## src/design/attack_decay_envelope_unit_assert.svh

```systemverilog
// Assertion macros shared by the envelope unit RTL.
`ifndef ATTACK_DECAY_ENVELOPE_UNIT_ASSERT_SVH
`define ATTACK_DECAY_ENVELOPE_UNIT_ASSERT_SVH

// Condition holds at every clock edge out of reset.
`define ADE_ASSERT_ALWAYS(label, clk, rst_n, cond) \
    label: assert property (@(posedge clk) disable iff (!rst_n) (cond)) \
        else $error("envelope unit: invariant violated");

// Antecedent implies consequent in the same cycle.
`define ADE_ASSERT_IMPLY(label, clk, rst_n, ante, cons) \
    label: assert property (@(posedge clk) disable iff (!rst_n) (ante) |-> (cons)) \
        else $error("envelope unit: implication violated");

// Antecedent implies consequent in the next cycle.
`define ADE_ASSERT_NEXT(label, clk, rst_n, ante, cons) \
    label: assert property (@(posedge clk) disable iff (!rst_n) (ante) |=> (cons)) \
        else $error("envelope unit: next-cycle check violated");

`endif

```

## src/design/ade_pkg.sv

```systemverilog
// Types, constants and helpers for the attack-decay envelope unit.
`timescale 1ns / 1ps
`default_nettype none

package ade_pkg;

    localparam int LEVEL_WIDTH = 11;
    localparam int LEVEL_SHIFT = 10;
    localparam int QUOT_WIDTH  = 10;
    localparam int PROD_WIDTH  = 2 * LEVEL_WIDTH;
    localparam int LEN_WIDTH   = 16;
    localparam int CFG_INDEX_WIDTH = 2;

    localparam logic [LEVEL_WIDTH-1:0] UNITY = 11'd1024;

    localparam logic [CFG_INDEX_WIDTH-1:0] REG_ATTACK_LENGTH    = 2'd0;
    localparam logic [CFG_INDEX_WIDTH-1:0] REG_DECAY_LENGTH     = 2'd1;
    localparam logic [CFG_INDEX_WIDTH-1:0] REG_INSTRUMENT_LEVEL = 2'd2;

    // Input item codes: a tick asks for one gain, a start arms the voice.
    localparam logic MODE_TICK  = 1'b0;
    localparam logic MODE_START = 1'b1;

    typedef enum logic [1:0] {
        ST_IDLE,
        ST_DIVIDE,
        ST_SCALE
    } ade_state_t;

    typedef enum logic [1:0] {
        STAGE_ATTACK = 2'd0,
        STAGE_DECAY  = 2'd1,
        STAGE_DONE   = 2'd2
    } ade_stage_t;

    typedef struct packed {
        logic busy;
        logic done;
    } ade_div_status_t;

    function automatic logic [LEVEL_WIDTH-1:0] clamp_unity(input logic [LEVEL_WIDTH-1:0] x);
        return (x > UNITY) ? UNITY : x;
    endfunction

endpackage

`default_nettype wire

```

## src/design/ade_divider.sv

```systemverilog
// Radix-2 restoring fraction divider: quotient = floor(dividend * 2^QUOT_WIDTH / divisor).
`timescale 1ns / 1ps
`default_nettype none
`include "attack_decay_envelope_unit_assert.svh"

module ade_divider
    import ade_pkg::*;
#(
    parameter int COUNT_WIDTH = 16
)
(
    input  wire logic                   clk,
    input  wire logic                   rst_n,
    input  wire logic                   start,
    input  wire logic [COUNT_WIDTH-1:0] dividend,
    input  wire logic [COUNT_WIDTH-1:0] divisor,
    output logic      [QUOT_WIDTH-1:0]  quotient,
    output ade_div_status_t             status
);

    localparam int STEP_WIDTH = $clog2(QUOT_WIDTH);
    localparam logic [STEP_WIDTH-1:0] LAST_STEP = STEP_WIDTH'(QUOT_WIDTH - 1);

    logic                   busy_reg, busy_next;
    logic                   done_reg, done_next;
    logic [STEP_WIDTH-1:0]  step_reg, step_next;
    logic [COUNT_WIDTH-1:0] rem_reg, rem_next;
    logic [COUNT_WIDTH-1:0] divisor_reg, divisor_next;
    logic [QUOT_WIDTH-1:0]  quot_reg, quot_next;

    logic [COUNT_WIDTH:0]   shifted;
    logic [COUNT_WIDTH:0]   diff;
    logic                   take;

    // one shift/compare/subtract per cycle; remainder stays below divisor
    always_comb
    begin
        shifted = {rem_reg, 1'b0};
        diff    = shifted - {1'b0, divisor_reg};
        take    = (divisor_reg != '0) && (shifted >= {1'b0, divisor_reg});
    end

    always_comb
    begin
        busy_next    = busy_reg;
        done_next    = 1'b0;
        step_next    = step_reg;
        rem_next     = rem_reg;
        divisor_next = divisor_reg;
        quot_next    = quot_reg;
        if (start)
        begin
            busy_next    = 1'b1;
            step_next    = '0;
            rem_next     = dividend;
            divisor_next = divisor;
            quot_next    = '0;
        end
        else if (busy_reg)
        begin
            rem_next  = take ? diff[COUNT_WIDTH-1:0] : shifted[COUNT_WIDTH-1:0];
            quot_next = {quot_reg[QUOT_WIDTH-2:0], take};
            step_next = step_reg + STEP_WIDTH'(1);
            if (step_reg == LAST_STEP)
            begin
                busy_next = 1'b0;
                done_next = 1'b1;
            end
        end
    end

    always_ff @(posedge clk or negedge rst_n)
    begin
        if (!rst_n)
        begin
            busy_reg <= 1'b0;
            done_reg <= 1'b0;
            step_reg <= '0;
        end
        else
        begin
            busy_reg <= busy_next;
            done_reg <= done_next;
            step_reg <= step_next;
        end
    end

    always_ff @(posedge clk)
    begin
        rem_reg     <= rem_next;
        divisor_reg <= divisor_next;
        quot_reg    <= quot_next;
    end

    assign quotient    = quot_reg;
    assign status.busy = busy_reg;
    assign status.done = done_reg;

    `ADE_ASSERT_IMPLY(a_done_not_busy, clk, rst_n, done_reg, !busy_reg)
    `ADE_ASSERT_NEXT(a_done_pulse, clk, rst_n, done_reg, !done_reg)
    `ADE_ASSERT_IMPLY(a_rem_below_divisor, clk, rst_n, busy_reg,
        (divisor_reg == '0) || (rem_reg < divisor_reg))

endmodule

`default_nettype wire

```

## src/design/attack_decay_envelope_unit.sv

```systemverilog
// Top level of the linear attack-decay envelope unit for one synth voice.
//
//  channel | direction | handshake          | payload
//  --------+-----------+--------------------+------------------------------
//  in      | input     | in_valid/in_stall   | mode, note_level
//  out     | output    | out_valid/out_stall | gain
//  cfg     | input     | cfg_write           | cfg_index, cfg_data
//
// Tick with a note playing: the next transfer waits for the divider, which finds
// the 10 quotient bits one bit/cycle, and then for a pass through the multiplier.
// Start item, or tick on an idle voice: one pass through the multiplier, no divide.
// Reset (rst_n, async, active low) clears the voice and loads the register defaults.
// in_stall is high while an item is in work; a result waits in the output
// register under out_stall, and a new item is taken meanwhile.
`timescale 1ns / 1ps
`default_nettype none
`include "attack_decay_envelope_unit_assert.svh"

module attack_decay_envelope_unit
    import ade_pkg::*;
#(
    parameter int COUNT_WIDTH = 16
)
(
    input  wire logic                       clk,
    input  wire logic                       rst_n,
    // input channel
    input  wire logic                       in_valid,
    output logic                            in_stall,
    input  wire logic                       mode,
    input  wire logic [LEVEL_WIDTH-1:0]     note_level,
    // output channel
    output logic                            out_valid,
    input  wire logic                       out_stall,
    output logic      [LEVEL_WIDTH-1:0]     gain,
    // configuration
    input  wire logic                       cfg_write,
    input  wire logic [CFG_INDEX_WIDTH-1:0] cfg_index,
    input  wire logic [LEN_WIDTH-1:0]       cfg_data
);

    // configuration registers
    logic [LEN_WIDTH-1:0]   attack_length_reg;
    logic [LEN_WIDTH-1:0]   decay_length_reg;
    logic [LEVEL_WIDTH-1:0] instrument_level_reg;

    // voice state
    ade_state_t             state_reg, state_next;
    logic                   active_reg, active_next;
    ade_stage_t             stage_reg, stage_next;
    logic [COUNT_WIDTH-1:0] stage_count_reg, stage_count_next;
    logic [COUNT_WIDTH-1:0] stage_length_reg, stage_length_next;
    logic [LEVEL_WIDTH-1:0] voice_level_reg, voice_level_next;

    // shared multiplier operands; scale_start_reg marks a voice-level product
    logic [LEVEL_WIDTH-1:0] mul_a_reg, mul_a_next;
    logic [LEVEL_WIDTH-1:0] mul_b_reg, mul_b_next;
    logic                   scale_start_reg, scale_start_next;

    // output register
    logic                   out_valid_reg, out_valid_next;
    logic [LEVEL_WIDTH-1:0] gain_reg, gain_next;

    // datapath
    logic                   in_take;
    logic                   tick_live;
    logic                   out_free;
    logic [COUNT_WIDTH-1:0] cnt_inc;
    logic                   wrap;
    ade_stage_t             stage_adv;
    logic [COUNT_WIDTH-1:0] count_upd;
    logic [COUNT_WIDTH-1:0] length_upd;
    ade_stage_t             stage_upd;
    logic [QUOT_WIDTH-1:0]  quotient;
    ade_div_status_t        div_status;
    logic [LEVEL_WIDTH-1:0] ramp;
    logic [PROD_WIDTH-1:0]  product;
    logic [LEVEL_WIDTH-1:0] scaled;

    assign in_take   = in_valid && (state_reg == ST_IDLE);
    assign tick_live = in_take && (mode == MODE_TICK) && active_reg;
    assign out_free  = !out_valid_reg || !out_stall;

    // saturating stage step
    always_comb
    begin
        case (stage_reg)
            STAGE_ATTACK: stage_adv = STAGE_DECAY;
            STAGE_DECAY:  stage_adv = STAGE_DONE;
            STAGE_DONE:   stage_adv = STAGE_DONE;
            default:      stage_adv = STAGE_DONE;
        endcase
    end

    // counter advance: on reaching the stage length, clear and load decay length
    always_comb
    begin
        cnt_inc    = stage_count_reg + COUNT_WIDTH'(1);
        wrap       = (cnt_inc >= stage_length_reg);
        count_upd  = wrap ? '0 : cnt_inc;
        length_upd = wrap ? COUNT_WIDTH'(decay_length_reg) : stage_length_reg;
        stage_upd  = wrap ? stage_adv : stage_reg;
    end

    // ramp = count * 1024 / length, computed one bit per cycle
    ade_divider #(
        .COUNT_WIDTH (COUNT_WIDTH)
    ) u_divider (
        .clk      (clk),
        .rst_n    (rst_n),
        .start    (tick_live),
        .dividend (count_upd),
        .divisor  (length_upd),
        .quotient (quotient),
        .status   (div_status)
    );

    // quotient is always below 1024: count stays under the stage length
    always_comb
    begin
        case (stage_reg)
            STAGE_ATTACK: ramp = {1'b0, quotient};
            STAGE_DECAY:  ramp = UNITY - {1'b0, quotient};
            default:      ramp = '0;
        endcase
    end

    // single 11x11 multiplier, used for both voice level and gain
    assign product = PROD_WIDTH'(mul_a_reg) * PROD_WIDTH'(mul_b_reg);
    assign scaled  = product[LEVEL_SHIFT +: LEVEL_WIDTH];

    // next state
    always_comb
    begin
        state_next = state_reg;
        case (state_reg)
            ST_IDLE:
            begin
                if (in_take)
                begin
                    state_next = tick_live ? ST_DIVIDE : ST_SCALE;
                end
            end
            ST_DIVIDE:
            begin
                if (div_status.done)
                begin
                    state_next = ST_SCALE;
                end
            end
            ST_SCALE:
            begin
                if (scale_start_reg || out_free)
                begin
                    state_next = ST_IDLE;
                end
            end
            default:
            begin
                state_next = ST_IDLE;
            end
        endcase
    end

    // datapath register updates
    always_comb
    begin
        active_next       = active_reg;
        stage_next        = stage_reg;
        stage_count_next  = stage_count_reg;
        stage_length_next = stage_length_reg;
        voice_level_next  = voice_level_reg;
        mul_a_next        = mul_a_reg;
        mul_b_next        = mul_b_reg;
        scale_start_next  = scale_start_reg;
        out_valid_next    = out_valid_reg && out_stall;
        gain_next         = gain_reg;
        case (state_reg)
            ST_IDLE:
            begin
                if (in_take)
                begin
                    if (mode == MODE_START)
                    begin
                        // start: arm voice, product gives the voice level
                        active_next       = 1'b1;
                        stage_next        = STAGE_ATTACK;
                        stage_count_next  = '0;
                        stage_length_next = COUNT_WIDTH'(attack_length_reg);
                        mul_a_next        = clamp_unity(instrument_level_reg);
                        mul_b_next        = clamp_unity(note_level);
                        scale_start_next  = 1'b1;
                    end
                    else
                    begin
                        scale_start_next = 1'b0;
                        mul_b_next       = voice_level_reg;
                        mul_a_next       = '0;
                        if (active_reg)
                        begin
                            stage_next        = stage_upd;
                            stage_count_next  = count_upd;
                            stage_length_next = length_upd;
                        end
                    end
                end
            end
            ST_DIVIDE:
            begin
                if (div_status.done)
                begin
                    mul_a_next = ramp;
                end
            end
            ST_SCALE:
            begin
                if (scale_start_reg)
                begin
                    voice_level_next = scaled;
                end
                else if (out_free)
                begin
                    out_valid_next = 1'b1;
                    gain_next      = scaled;
                end
            end
            default:
            begin
                out_valid_next = out_valid_reg && out_stall;
            end
        endcase
    end

    always_ff @(posedge clk or negedge rst_n)
    begin
        if (!rst_n)
        begin
            attack_length_reg    <= LEN_WIDTH'(1);
            decay_length_reg     <= LEN_WIDTH'(1);
            instrument_level_reg <= UNITY;
        end
        else if (cfg_write)
        begin
            case (cfg_index)
                REG_ATTACK_LENGTH:    attack_length_reg    <= cfg_data;
                REG_DECAY_LENGTH:     decay_length_reg     <= cfg_data;
                REG_INSTRUMENT_LEVEL: instrument_level_reg <= cfg_data[LEVEL_WIDTH-1:0];
                default:              attack_length_reg    <= attack_length_reg;
            endcase
        end
    end

    always_ff @(posedge clk or negedge rst_n)
    begin
        if (!rst_n)
        begin
            state_reg        <= ST_IDLE;
            active_reg       <= 1'b0;
            stage_reg        <= STAGE_ATTACK;
            stage_count_reg  <= '0;
            stage_length_reg <= '0;
            voice_level_reg  <= '0;
            scale_start_reg  <= 1'b0;
            out_valid_reg    <= 1'b0;
        end
        else
        begin
            state_reg        <= state_next;
            active_reg       <= active_next;
            stage_reg        <= stage_next;
            stage_count_reg  <= stage_count_next;
            stage_length_reg <= stage_length_next;
            voice_level_reg  <= voice_level_next;
            scale_start_reg  <= scale_start_next;
            out_valid_reg    <= out_valid_next;
        end
    end

    always_ff @(posedge clk)
    begin
        mul_a_reg <= mul_a_next;
        mul_b_reg <= mul_b_next;
        gain_reg  <= gain_next;
    end

    assign in_stall  = (state_reg != ST_IDLE);
    assign out_valid = out_valid_reg;
    assign gain      = gain_reg;

    `ADE_ASSERT_ALWAYS(a_level_bounded, clk, rst_n, voice_level_reg <= UNITY)
    `ADE_ASSERT_ALWAYS(a_count_in_stage, clk, rst_n,
        (stage_count_reg == '0) || (stage_count_reg < stage_length_reg))
    `ADE_ASSERT_IMPLY(a_result_from_scale, clk, rst_n, $rose(out_valid_reg),
        $past(state_reg == ST_SCALE))
    `ADE_ASSERT_IMPLY(a_divide_has_unit, clk, rst_n, state_reg == ST_DIVIDE,
        div_status.busy || div_status.done)

endmodule

`default_nettype wire
```

## config.mk

```make
export PLATFORM = sky130hd
export DESIGN_NAME = attack_decay_envelope_unit
export DESIGN_NICKNAME = d
export VERILOG_FILES = /design/src/design/ade_pkg.sv /design/src/design/ade_divider.sv /design/src/design/attack_decay_envelope_unit.sv
export VERILOG_INCLUDE_DIRS = /design/src /design/src/design
export SDC_FILE = /design/constraint.sdc
export NUM_CORES = 1
export LEC_CHECK = 0
export BUFFER_PORTS_ARGS = -buffer_cell sky130_fd_sc_hd__buf_4
export CAP_MARGIN = 40
export CORE_UTILIZATION = 46
export CTS_BUF_LIST = sky130_fd_sc_hd__clkbuf_8
export DETAILED_ROUTE_END_ITERATION = 10
export GPL_TIMING_DRIVEN = 0
export SYNTH_ARGS = -nofsm -noshare
export SYNTH_HDL_FRONTEND = slang
export SYNTH_SLANG_ARGS = --single-unit
```

## constraint.sdc

```tcl
create_clock -name clk -period 8.8 [get_ports clk]
set_input_delay 0.44 -clock clk [delete_from_list [all_inputs] [get_ports clk]]
set_output_delay 0.44 -clock clk [all_outputs]
set_load 0.05 [all_outputs]
```

==> results of run 1 <==
-- cells in the final DEF (no fill, tap or decap), drive strengths merged, types with 5 or more instances in the layout --
cell     instances
or3              6
a22o            17
nor3             6
buf             59
nor4            17
nand2b          16
dfxtp           10
nor2            40
a31oi            8
nor2b            8
nand3b           5
a21o             7
a2bb2oi          8
dfrtp           96
a21oi           53
clkbuf          64
xnor2           26
xor2            25
a311oi           7
nand4           10
o21ai           53
o31ai           13
mux2            55
o2bb2ai          8
and3             5
edfxtp          65
o22ai           10
inv            143
and2            71
ha              90
mux2i           21
nand3           25
nand2          132
fa              79
clkinv           9
-- critical path: stages, from the launching register on --
cell and delay [ns]:
edfxtp_1 0.48, clkbuf_1 0.40, nand2_1 0.14, fa_1 0.51, fa_1 0.56, inv_1 0.06, fa_1 0.50, fa_1 0.54
inv_1 0.05, fa_1 0.53, inv_1 0.04, ha_1 0.34, a21oi_1 0.25, a21oi_1 0.12, nor3_1 0.24, nand3_1 0.18
a21boi_0 0.26, xnor2_1 0.24, mux2_2 0.33
-- metal layers --
| layer | share of wire [%] | up-vias |
|---|---|---|
| met3 | 4.2 | 24 |
| met4 | 1.0 | 0 |
| met5 | 0 | - |
| met1 | 51 | 4454 |
| li1 | - | 4351 |
| met2 | 44 | 215 |
-- timing repair --
action / in CTS / in global routing
buffers inserted: 0 / 0
endpoints found under the hold margin: 39 / 0
resized for setup: 0 / 0
endpoints found under the setup margin: 0 / 0
hold buffers: 1 / 0
-- worst max-delay path by stage --
stage | cells past startpoint | endpoint | start
after floorplan | 18 | voice_level_reg[10] | mul_b_reg[10]
after global placement | 16 | voice_level_reg[8] | mul_a_reg[4]
after detailed placement | 18 | voice_level_reg[8] | mul_a_reg[1]
after CTS | 18 | voice_level_reg[8] | mul_a_reg[1]
after global routing | 18 | voice_level_reg[8] | mul_a_reg[1]
final | 18 | voice_level_reg[8] | mul_a_reg[1]
-- cell usage after synthesis (all sizes together) (21+ instances only) --
cell type / number
nor2: 40
a21oi: 53
edfxtp: 65
xor2: 25
and2: 71
fa: 79
ha: 90
clkbuf: 47
inv: 136
o21ai: 53
mux2: 55
nand2: 132
nand3: 25
mux2i: 21
xnor2: 26
dfrtp: 96
-- cells by family (layout without fill, tap and decap cells) --
family          Yosys count  count (layout)  share of synthesized area, %
simple gates            353             353                          14.1
compound gates          211             211                          11.1
buf+inv                 193             277                          6.00
flops                   174             174                          37.0
fa+ha+maj               169             169                          21.6
mux                      76              76                          6.62
xor+xnor                 51              51                          3.56
-- stage by stage --
stage | worst slack [ns] | area [sq um] | cells | hold WS [ns]
after floorplan | 3.78 | 12500 | 1227 | 0.144
after global placement | 2.95 | 13300 | 1614 | 0.471
after detailed placement | 2.95 | 13400 | 1619 | 0.464
after CTS | 2.93 | 13800 | 1652 | 0.161
after global routing | 2.65 | 13800 | 1652 | 0.157
final | 2.91 | 13800 | 1652 | 0.184
-- cell type report --
cell class | instances | area (sq um)
fill | 2439 | 13000
clock inverter | 15 | 213
multi-input combinational | 860 | 7150
timing repair buffer | 52 | 418
sequential | 174 | 4630
inverter | 138 | 518
tap | 341 | 427
clock buffer | 17 | 234
buffer | 55 | 234
==> reports/qor.yml, run 1 <==
critical_path:
  arrival_ns: 6.26
  reg2reg_depth: 18
  startpoint_type: "flop"
  required_ns: 9.17
  rrSetupSlack_ns: 2.91
  cp_max_fo: 10
  crit-reg2reg-launch: "mul_a_reg[1]"
  endpoint_kind: "flop"
  criticalPathCategory: "flop to flop"
  worst_r2r_endpoint: "voice_level_reg[8]"
drt:
  dr.pass1.iters: 5
  vias: 9044
  ant_nets: 0
  wirelength_um: 30300
  drc: 0
  drt_iter0_drc: 610
  viasPerCell: 5.47
  wl_per_cell_um: 18.3
grt:
  grt_use_met1_pct: 34.6
  grt_usage_pct: 22.5
  top_usage_layer: "met1"
  grt_pass1_vias: 8695
  grt_first_pass_wirelength_um: 48300
  grtUsageMet2_pct: 34.0
  met3_usage_pct: 2.40
  antenna_found_initial: 0
  gr-total-overflow: 0
  grt_max_degree: 61
min_path:
  worstHoldPathType: "primary input to flop"
  hold_path.startpoint: "cfg_data[13]"
  whs_path_depth: 2
  worstHoldEndpoint: "decay_length_reg[13]"
synth:
  ys_seq_area_share_pct: 37.0
  yosys-top-cells-area: "dfrtp_1 (19%), edfxtp_1 (16%), fa_1 (13%)"
  synth_edf_count: 65
  netlist_area_sq_mm: 0.0125
  synth-main-ff-cell: "dfrtp_1"
  synth_top_cell_area_share_pct: 19.2
  yosysWarningCount: 0
  synth_top_area_cell: "dfrtp_1"
  async_flop_share_pct: 56.9
  avgSynthCellArea_sq_um: 10.2
  synthCells: 1227
  ys_ff_latch: 174
  synth_nets: 1431
  synth_cell_type_count: 68
clock_tree:
  htree_num_levels: 4
  cts_sinks: 174
  cts_tree: "built"
  cts_buffer_depth: 2
  clk_pin_slew_worst_paths_ns: 0.12
  cts_buffers: 17
  clock_latency_ns: 0.48
  cts-root-buf: "clkbuf_8"
timing:
  worst_pin_slew_ns: 0.828
  setup-violations-final: 0
  rsz0062_at_grt: "no"
  timing_hold_violations_final: 0
  setup_total_negative_slack_ns: 0
  slew_violations: 0
  finalCriticalPeriod_ns: 5.89
  period_share_pct: 67.0
  max_freq_mhz: 170
  slew_headroom_pct: 44.8
  skew_ns: 0.0198
floorplan:
  rows: 60
  die_w_um: 167
  die_area_sq_mm: 0.0279
  core_area_sq_mm: 0.0268
  ios: 48
  start_util_pct: 46.8
  die_h_um: 167
layout:
  finish.utilization_pct: 51.6
  layout-drive-gt1-share_pct: 11.8
  area_delta_synth_final_pct: 10.3
  nNetsFinal: 1502
  antenna_cells: 0
status:
  status: "finished, final reports clean"
placed_design:
  place_congestion: 0.849
  hpwlAfterDp_um: 23900
  port_buffers: 46
job:
  drv_cap: 0
Power of run 1 is not shown: default switching activity piles up to over one toggle a cycle in this logic, so the estimate is an artifact.
==> run 2, diff against run 1 <==
--- a/config.mk
+++ b/config.mk
@@ -6,6 +6,7 @@
 export SDC_FILE = /design/constraint.sdc
 export NUM_CORES = 1
 export LEC_CHECK = 0
+export ABC_AREA = 1
 export BUFFER_PORTS_ARGS = -buffer_cell sky130_fd_sc_hd__buf_4
 export CAP_MARGIN = 40
 export CORE_UTILIZATION = 46
==> constraint.sdc (replaced) <==
create_clock -name clk -period 5 [get_ports clk]
set_input_delay 0.25 -clock clk [delete_from_list [all_inputs] [get_ports clk]]
set_output_delay 0.25 -clock clk [all_outputs]
set_load 0.05 [all_outputs]
==> reports/qor.yml, run 2 <==
clock_tree:
  clock_latency_ns: 0.48  # about the same
  htree_num_levels: 4  # unchanged
  cts_buffer_depth: 2  # unchanged
  cts_tree: "built"
  cts_sinks: 174  # unchanged
  clk_pin_slew_worst_paths_ns: 0.12  # about the same
  cts-root-buf: "clkbuf_8"
  cts_buffers: 17  # unchanged
timing:
  finalCriticalPeriod_ns: 4.90  # -0.993 ns
  worst_pin_slew_ns: 0.778  # -0.0498 ns
  timing_hold_violations_final: 0  # unchanged
  setup-violations-final: 0  # unchanged
  period_share_pct: 98.0  # +31 points
  worst_hold_slack_ns: 0.0387  # -0.145 ns
  skew_ns: 0.0178  # -0.00201 ns
  max_freq_mhz: 204  # +20%
  slew_headroom_pct: 48.0  # +3.3 points
  rsz0062_at_grt: "yes"
  slew_violations: 0  # unchanged
critical_path:
  crit-reg2reg-launch: "mul_a_reg[1]"
  crit_family: "adder cells"
  worst_r2r_endpoint: "voice_level_reg[7]"
  cp_max_fo: 7  # -3
  cp_common_cell: "nand2_1"
  arrival_ns: 5.26  # -1.00 ns
  required_ns: 5.36  # -3.81 ns
  critical-path-slowest-cell: "fa_2"
  endpoint_kind: "flop"
  path_cells: "buf_6 -> nand2_1 -> inv_1 -> fa_1 -> fa_2 -> fa_2 -> fa_1 -> inv_1 -> fa_1 -> inv_1 -> ha_4 -> nand2_1 -> o21ai_1 -> a21oi_1 -> nand2_1 -> or2_2 -> nand3_1 -> nand2_1"
  max_stage_delay_ns: 0.60  # +0.04 ns
  crit_end: "voice_level_reg[7]"
  startpoint_type: "flop"
  rrSetupSlack_ns: 0.1  # -2.81 ns
  setup.worst_path.start: "mul_a_reg[1]"
  reg2reg_depth: 18  # unchanged
  cp.buffers_inverters: 4  # unchanged
  cp.depth: 18  # unchanged
  criticalPathCategory: "flop to flop"
layout:
  mostFrequentLayoutCells: "nand2_1 (487), inv_1 (358), dfrtp_1 (96)"
  layout-drive-gt1-share_pct: 14.1  # +2.3 points
  finish.utilization_pct: 54.3  # +2.7 points
  area_delta_synth_final_pct: 15.0
  nNetsFinal: 2062  # +37%
  nFillCells: 2785  # +14%
  design_area_sq_mm: 0.0157  # +14%
  antenna_cells: 0  # unchanged
  final_common_cell: "nand2_1"
synth:
  synth_commonest_cells: "nand2_1 (494), inv_1 (361), dfrtp_1 (96)"
  ys_ff_latch: 174  # unchanged
  avgSynthCellArea_sq_um: 7.80  # -24%
  yosys-top-cells-area: "dfrtp_1 (18%), edfxtp_1 (14%), nand2_1 (14%)"
  synth_nets: 1955  # +37%
  synth_edf_count: 65  # unchanged
  synth_top_cell_area_share_pct: 17.6  # -1.6 points
  yosysWarningCount: 0  # unchanged
  async_flop_share_pct: 56.9  # unchanged
  synth_top_area_cell: "dfrtp_1"
  yosys.cell_count.top_type: "nand2_1"
  synthCells: 1751  # +43%
  synth-main-ff-cell: "dfrtp_1"
  ys_seq_area_share_pct: 33.9  # -3.1 points
  synth_cell_type_count: 51  # -25%
  netlist_area_sq_mm: 0.0137  # +9.0%
placed_design:
  placed_cell_area_sq_mm: 0.0145  # +8.8%
  hpwlAfterDp_um: 27100  # +14%
  place_congestion: 0.912  # +7.4%
  port_buffers: 47  # +2.2%
floorplan:
  die_h_um: 174  # +4.3%
  die_area_sq_mm: 0.0304  # +8.9%
  ios: 48  # unchanged
  start_util_pct: 47.2  # +0.45 points
  rows: 62  # +3.3%
  core_area_sq_mm: 0.0289  # +8.0%
  die_w_um: 174  # +4.3%
drt:
  wirelength_um: 34100  # +12%
  vias: 11100  # +23%
  ant_nets: 0  # unchanged
  wl_per_cell_um: 15.1  # -18%
  drc: 0  # unchanged
  drt_iter0_drc: 842  # +38%
  viasPerCell: 4.93  # -9.9%
  dr.pass1.iters: 6  # +1
grt:
  grt_max_degree: 58  # -4.9%
  gr-total-overflow: 0  # unchanged
  grt_pass1_vias: 11200  # +29%
  grt_first_pass_wirelength_um: 56600  # +17%
  grt_usage_pct: 23.5  # +1.0 points
  antenna_found_initial: 0  # unchanged
job:
  drv_cap: 0  # unchanged
status:
  status: "finished, final reports clean"
min_path:
  worstHoldPathType: "primary input to flop"
  whs_path_depth: 3  # +1
==> run 2: through the flow <==
step / setup TNS, ns / setup WS [ns] / cells
floorplan: 0 / 0.240 / 1751
global placement: -4.30 / -0.382 / 2182
detailed placement: -4.44 / -0.393 / 2185
CTS: 0 / 0.00129 / 2219
global route: -0.316 / -0.0871 / 2255
finish: 0 / 0.0997 / 2255
==> run 2: metal layers <==
layer  wire (um)  part of all wire (%)  track usage [%]
met5           0                     0                0
met4         411                   1.2             5.15
met3        1500                   4.4             3.08
met2       15800                    46             38.0
met1       16300                    48             33.4
==> run 2: cells by family (layout without fill, tap and decap cells) <==
family,after synthesis,count (layout),share of synthesized area (%)
simple gates,794,794,25.5
buf+inv,424,544,12.2
flops,174,174,33.9
fa+ha+maj,169,169,19.8
compound gates,156,156,6.31
xor+xnor,34,34,2.18
==> run 2: timing repair <==
item                       in CTS  in global routing
pin swaps                       0                 29
hold endpoints to repair       43                  0
buffers inserted                5                 36
hold buffers                    2                  0
gates cloned                    0                  0
setup endpoints to repair      20                 20
gates resized for setup        32                 79
==> run 2: area by class of cell <==
cell class / count / area (sq um) / share of cell area, %
flip-flops and latches: 174 / 4630 / 29.5
well taps: 384 / 480 / 3.06
clock buffers: 17 / 234 / 1.49
plain buffers: 48 / 378 / 2.41
clock inverters: 15 / 210 / 1.34
multi-input cells: 1153 / 7590 / 48.3
inverters: 371 / 1390 / 8.87
repair buffers: 93 / 793 / 5.05
==> run 2: how the worst min path moves through the flow <==
stage                     slack, ns                  start                    end
final                          0.04           cfg_data[14]  attack_length_reg[14]
after floorplan               -0.05                  rst_n             active_reg
after global routing           0.02           cfg_data[13]   decay_length_reg[13]
after CTS                      0.02           cfg_data[14]  attack_length_reg[14]
after global placement         0.45  u_divider.quotient[0]  u_divider.quotient[1]
after detailed placement       0.29                  rst_n    stage_count_reg[12]
==> run 2: worst reg2reg max path, delay by kind of cell (launching register included) <==
family          cells  cell delay [ns]
simple gates        6             0.76
compound gates      2             0.23
buf+inv             4             0.38
fa+ha+maj           6             2.93
flops               1             0.49
Power of run 2 is left out for the same reason.
==> run 3, diff against run 2 <==
--- a/config.mk
+++ b/config.mk
@@ -6,7 +6,8 @@
 export SDC_FILE = /design/constraint.sdc
 export NUM_CORES = 1
 export LEC_CHECK = 0
-export ABC_AREA = 1
+export ABC_AREA = 0
+export ABC_CLOCK_PERIOD_IN_PS = 5000
 export BUFFER_PORTS_ARGS = -buffer_cell sky130_fd_sc_hd__buf_4
 export CAP_MARGIN = 40
 export CORE_UTILIZATION = 46
==> reports/qor.yml, run 3 (synthesis gave the netlist of run 1 again) <==
status:
  status: "finished with violations"
  violations: "negative setup slack"
clock_tree:
  cts_buffers: 17  # unchanged
  cts_sinks: 174  # unchanged
  clock_latency_ns: 0.49  # about the same
  cts-root-buf: "clkbuf_8"
  cts_tree: "built"
  htree_num_levels: 4  # unchanged
  clk_pin_slew_worst_paths_ns: 0.12  # about the same
  cts_buffer_depth: 2  # unchanged
grt:
  gr-total-overflow: 0  # unchanged
  grt_usage_pct: 23.1  # -0.35 points
  antenna_found_initial: 0  # unchanged
  grt_first_pass_wirelength_um: 49800  # -12%
  grt_pass1_vias: 9183  # -18%
  grt_max_degree: 59  # +1.7%
floorplan:
  die_w_um: 167  # -4.2%
  ios: 48  # unchanged
  die_area_sq_mm: 0.0279  # -8.2%
  start_util_pct: 46.8  # -0.45 points
  rows: 60  # -3.2%
  core_area_sq_mm: 0.0268  # -7.4%
  die_h_um: 167  # -4.2%
layout:
  design_area_sq_mm: 0.0148  # -5.8%
  mostFrequentLayoutCells: "nand2_1 (129), inv_1 (129), dfrtp_1 (96)"
  nNetsFinal: 1546  # -25%
  area_delta_synth_final_pct: 18.0
  layout-drive-gt1-share_pct: 20.1  # +6.0 points
  antenna_cells: 0  # unchanged
  finish.utilization_pct: 55.2  # +0.90 points
critical_path:
  crit_family: "adder cells"
  cp_max_fo: 5  # -2
  cp.buffers_inverters: 3  # -1
  criticalPathCategory: "flop to flop"
  max_stage_delay_ns: 0.56  # -0.04 ns
  crit-reg2reg-launch: "mul_b_reg[9]"
  setup.worst_path.start: "mul_b_reg[9]"
  arrival_ns: 5.39  # +0.13 ns
  path_cells: "buf_8 -> and2_4 -> fa_1 -> fa_1 -> fa_1 -> fa_1 -> inv_1 -> fa_1 -> inv_2 -> ha_4 -> a21oi_4 -> nor2b_2 -> nor3_2 -> nand3_2 -> a41oi_2 -> xnor2_2 -> mux2_4"
  required_ns: 5.36  # about the same
  startpoint_type: "flop"
  cp_common_cell: "fa_1"
  critical-path-slowest-cell: "fa_1"
  endpoint_kind: "flop"
drt:
  dr.pass1.iters: 5  # -1
  ant_nets: 0  # unchanged
  drc: 0  # unchanged
  wl_per_cell_um: 18.3  # +21%
  vias: 9321  # -16%
  wirelength_um: 31000  # -8.9%
  viasPerCell: 5.50  # +11%
  drt_iter0_drc: 648  # -23%
placed_design:
  port_buffers: 46  # -2.1%
  placed_cell_area_sq_mm: 0.0134  # -8.0%
  place_congestion: 0.838  # -8.1%
  hpwlAfterDp_um: 23600  # -13%
timing:
  setup-violations-final: 3  # +3
  worst_pin_slew_ns: 0.780  # +0.00161 ns
  setup_total_negative_slack_ns: -0.0743  # -0.0743 ns
  timing_hold_violations_final: 0  # unchanged
  max_freq_mhz: 199  # -2.6%
  finalCriticalPeriod_ns: 5.03  # +0.133 ns
  rsz0062_at_grt: "yes"
  slew_violations: 0  # unchanged
  fin_ws_ns: -0.0332  # -0.133 ns
  skew_ns: 0.0284  # +0.0106 ns
  period_share_pct: 101  # +2.7 points
  worst_hold_slack_ns: 0.0225  # -0.0162 ns
  slew_headroom_pct: 48.0  # -0.050 points
min_path:
  hold_path.startpoint: "cfg_data[2]"
  worstHoldPathType: "primary input to flop"
job:
  drv_cap: 0  # unchanged
run 3: cell count changes in the layout (fill, tap and decap cells not counted), moves of 17 or more:
cell     change
nand2_1    -358
inv_1      -229
nand3_1     -64
and2_1      +63
mux2_2      +54
nor2_1      -52
nand2_2     -30
o21ai_0     -26
mux2i_1     +21
nand4_1     -19
a22o_1      +17
run 3: worst reg2reg max path, stage by stage, from the launching register on:
cell	delay [ns]
edfxtp_1	0.49
buf_8	0.18
and2_4	0.13
fa_1	0.47
fa_1	0.56
fa_1	0.44
fa_1	0.51
inv_1	0.05
fa_1	0.50
inv_2	0.05
ha_4	0.24
a21oi_4	0.20
nor2b_2	0.07
nor3_2	0.20
nand3_2	0.16
a41oi_2	0.25
xnor2_2	0.12
mux2_4	0.28
run 3: final timing paths:
path                            slack [ns]  cells after the start                       end
worst max-delay path                 -0.03                     17       voice_level_reg[10]
worst min-delay path                  0.02                      2      attack_length_reg[2]
worst max register to register       -0.03                     17       voice_level_reg[10]
worst min register to register        0.51                      1              state_reg[0]
max in group asynchronous             3.95                      3  instrument_level_reg[10]
min in group asynchronous             0.28                      2        stage_count_reg[9]
run 3: routing by layer:
layer	GRT usage (%)	wire length, um	vias to the layer above
met2	35.4	13900	202
met3	2.88	1220	25
li1	-	-	4440
met5	0	0	-
met4	5.39	377	0
met1	34.8	15500	4654
run 3: per-stage QoR:
| stage | std cells | setup slack (ns) |
|---|---|---|
| final | 1696 | -0.0332 |
| after CTS | 1685 | 0.00179 |
| after detailed placement | 1620 | -0.832 |
| after global placement | 1614 | -0.842 |
| after global routing | 1696 | -0.179 |
| after floorplan | 1227 | 0.00996 |
run 3: cell type report:
cell class,count,area [sq um]
plain buffers,51,360
flip-flops and latches,174,4630
fillers,2382,12000
multi-input cells,860,7580
inverters,138,518
well taps,341,427
clock buffers,17,234
repair buffers,100,832
clock inverters,15,201
run 3: what timing repair did:
action	CTS	global route
hold buffers	10	2
endpoints found under the hold margin	60	2
setup buffers	27	9
gates resized for setup	87	50
setup endpoints to repair	22	19
pin swaps	37	37
Power of run 3 is left out for the same reason.
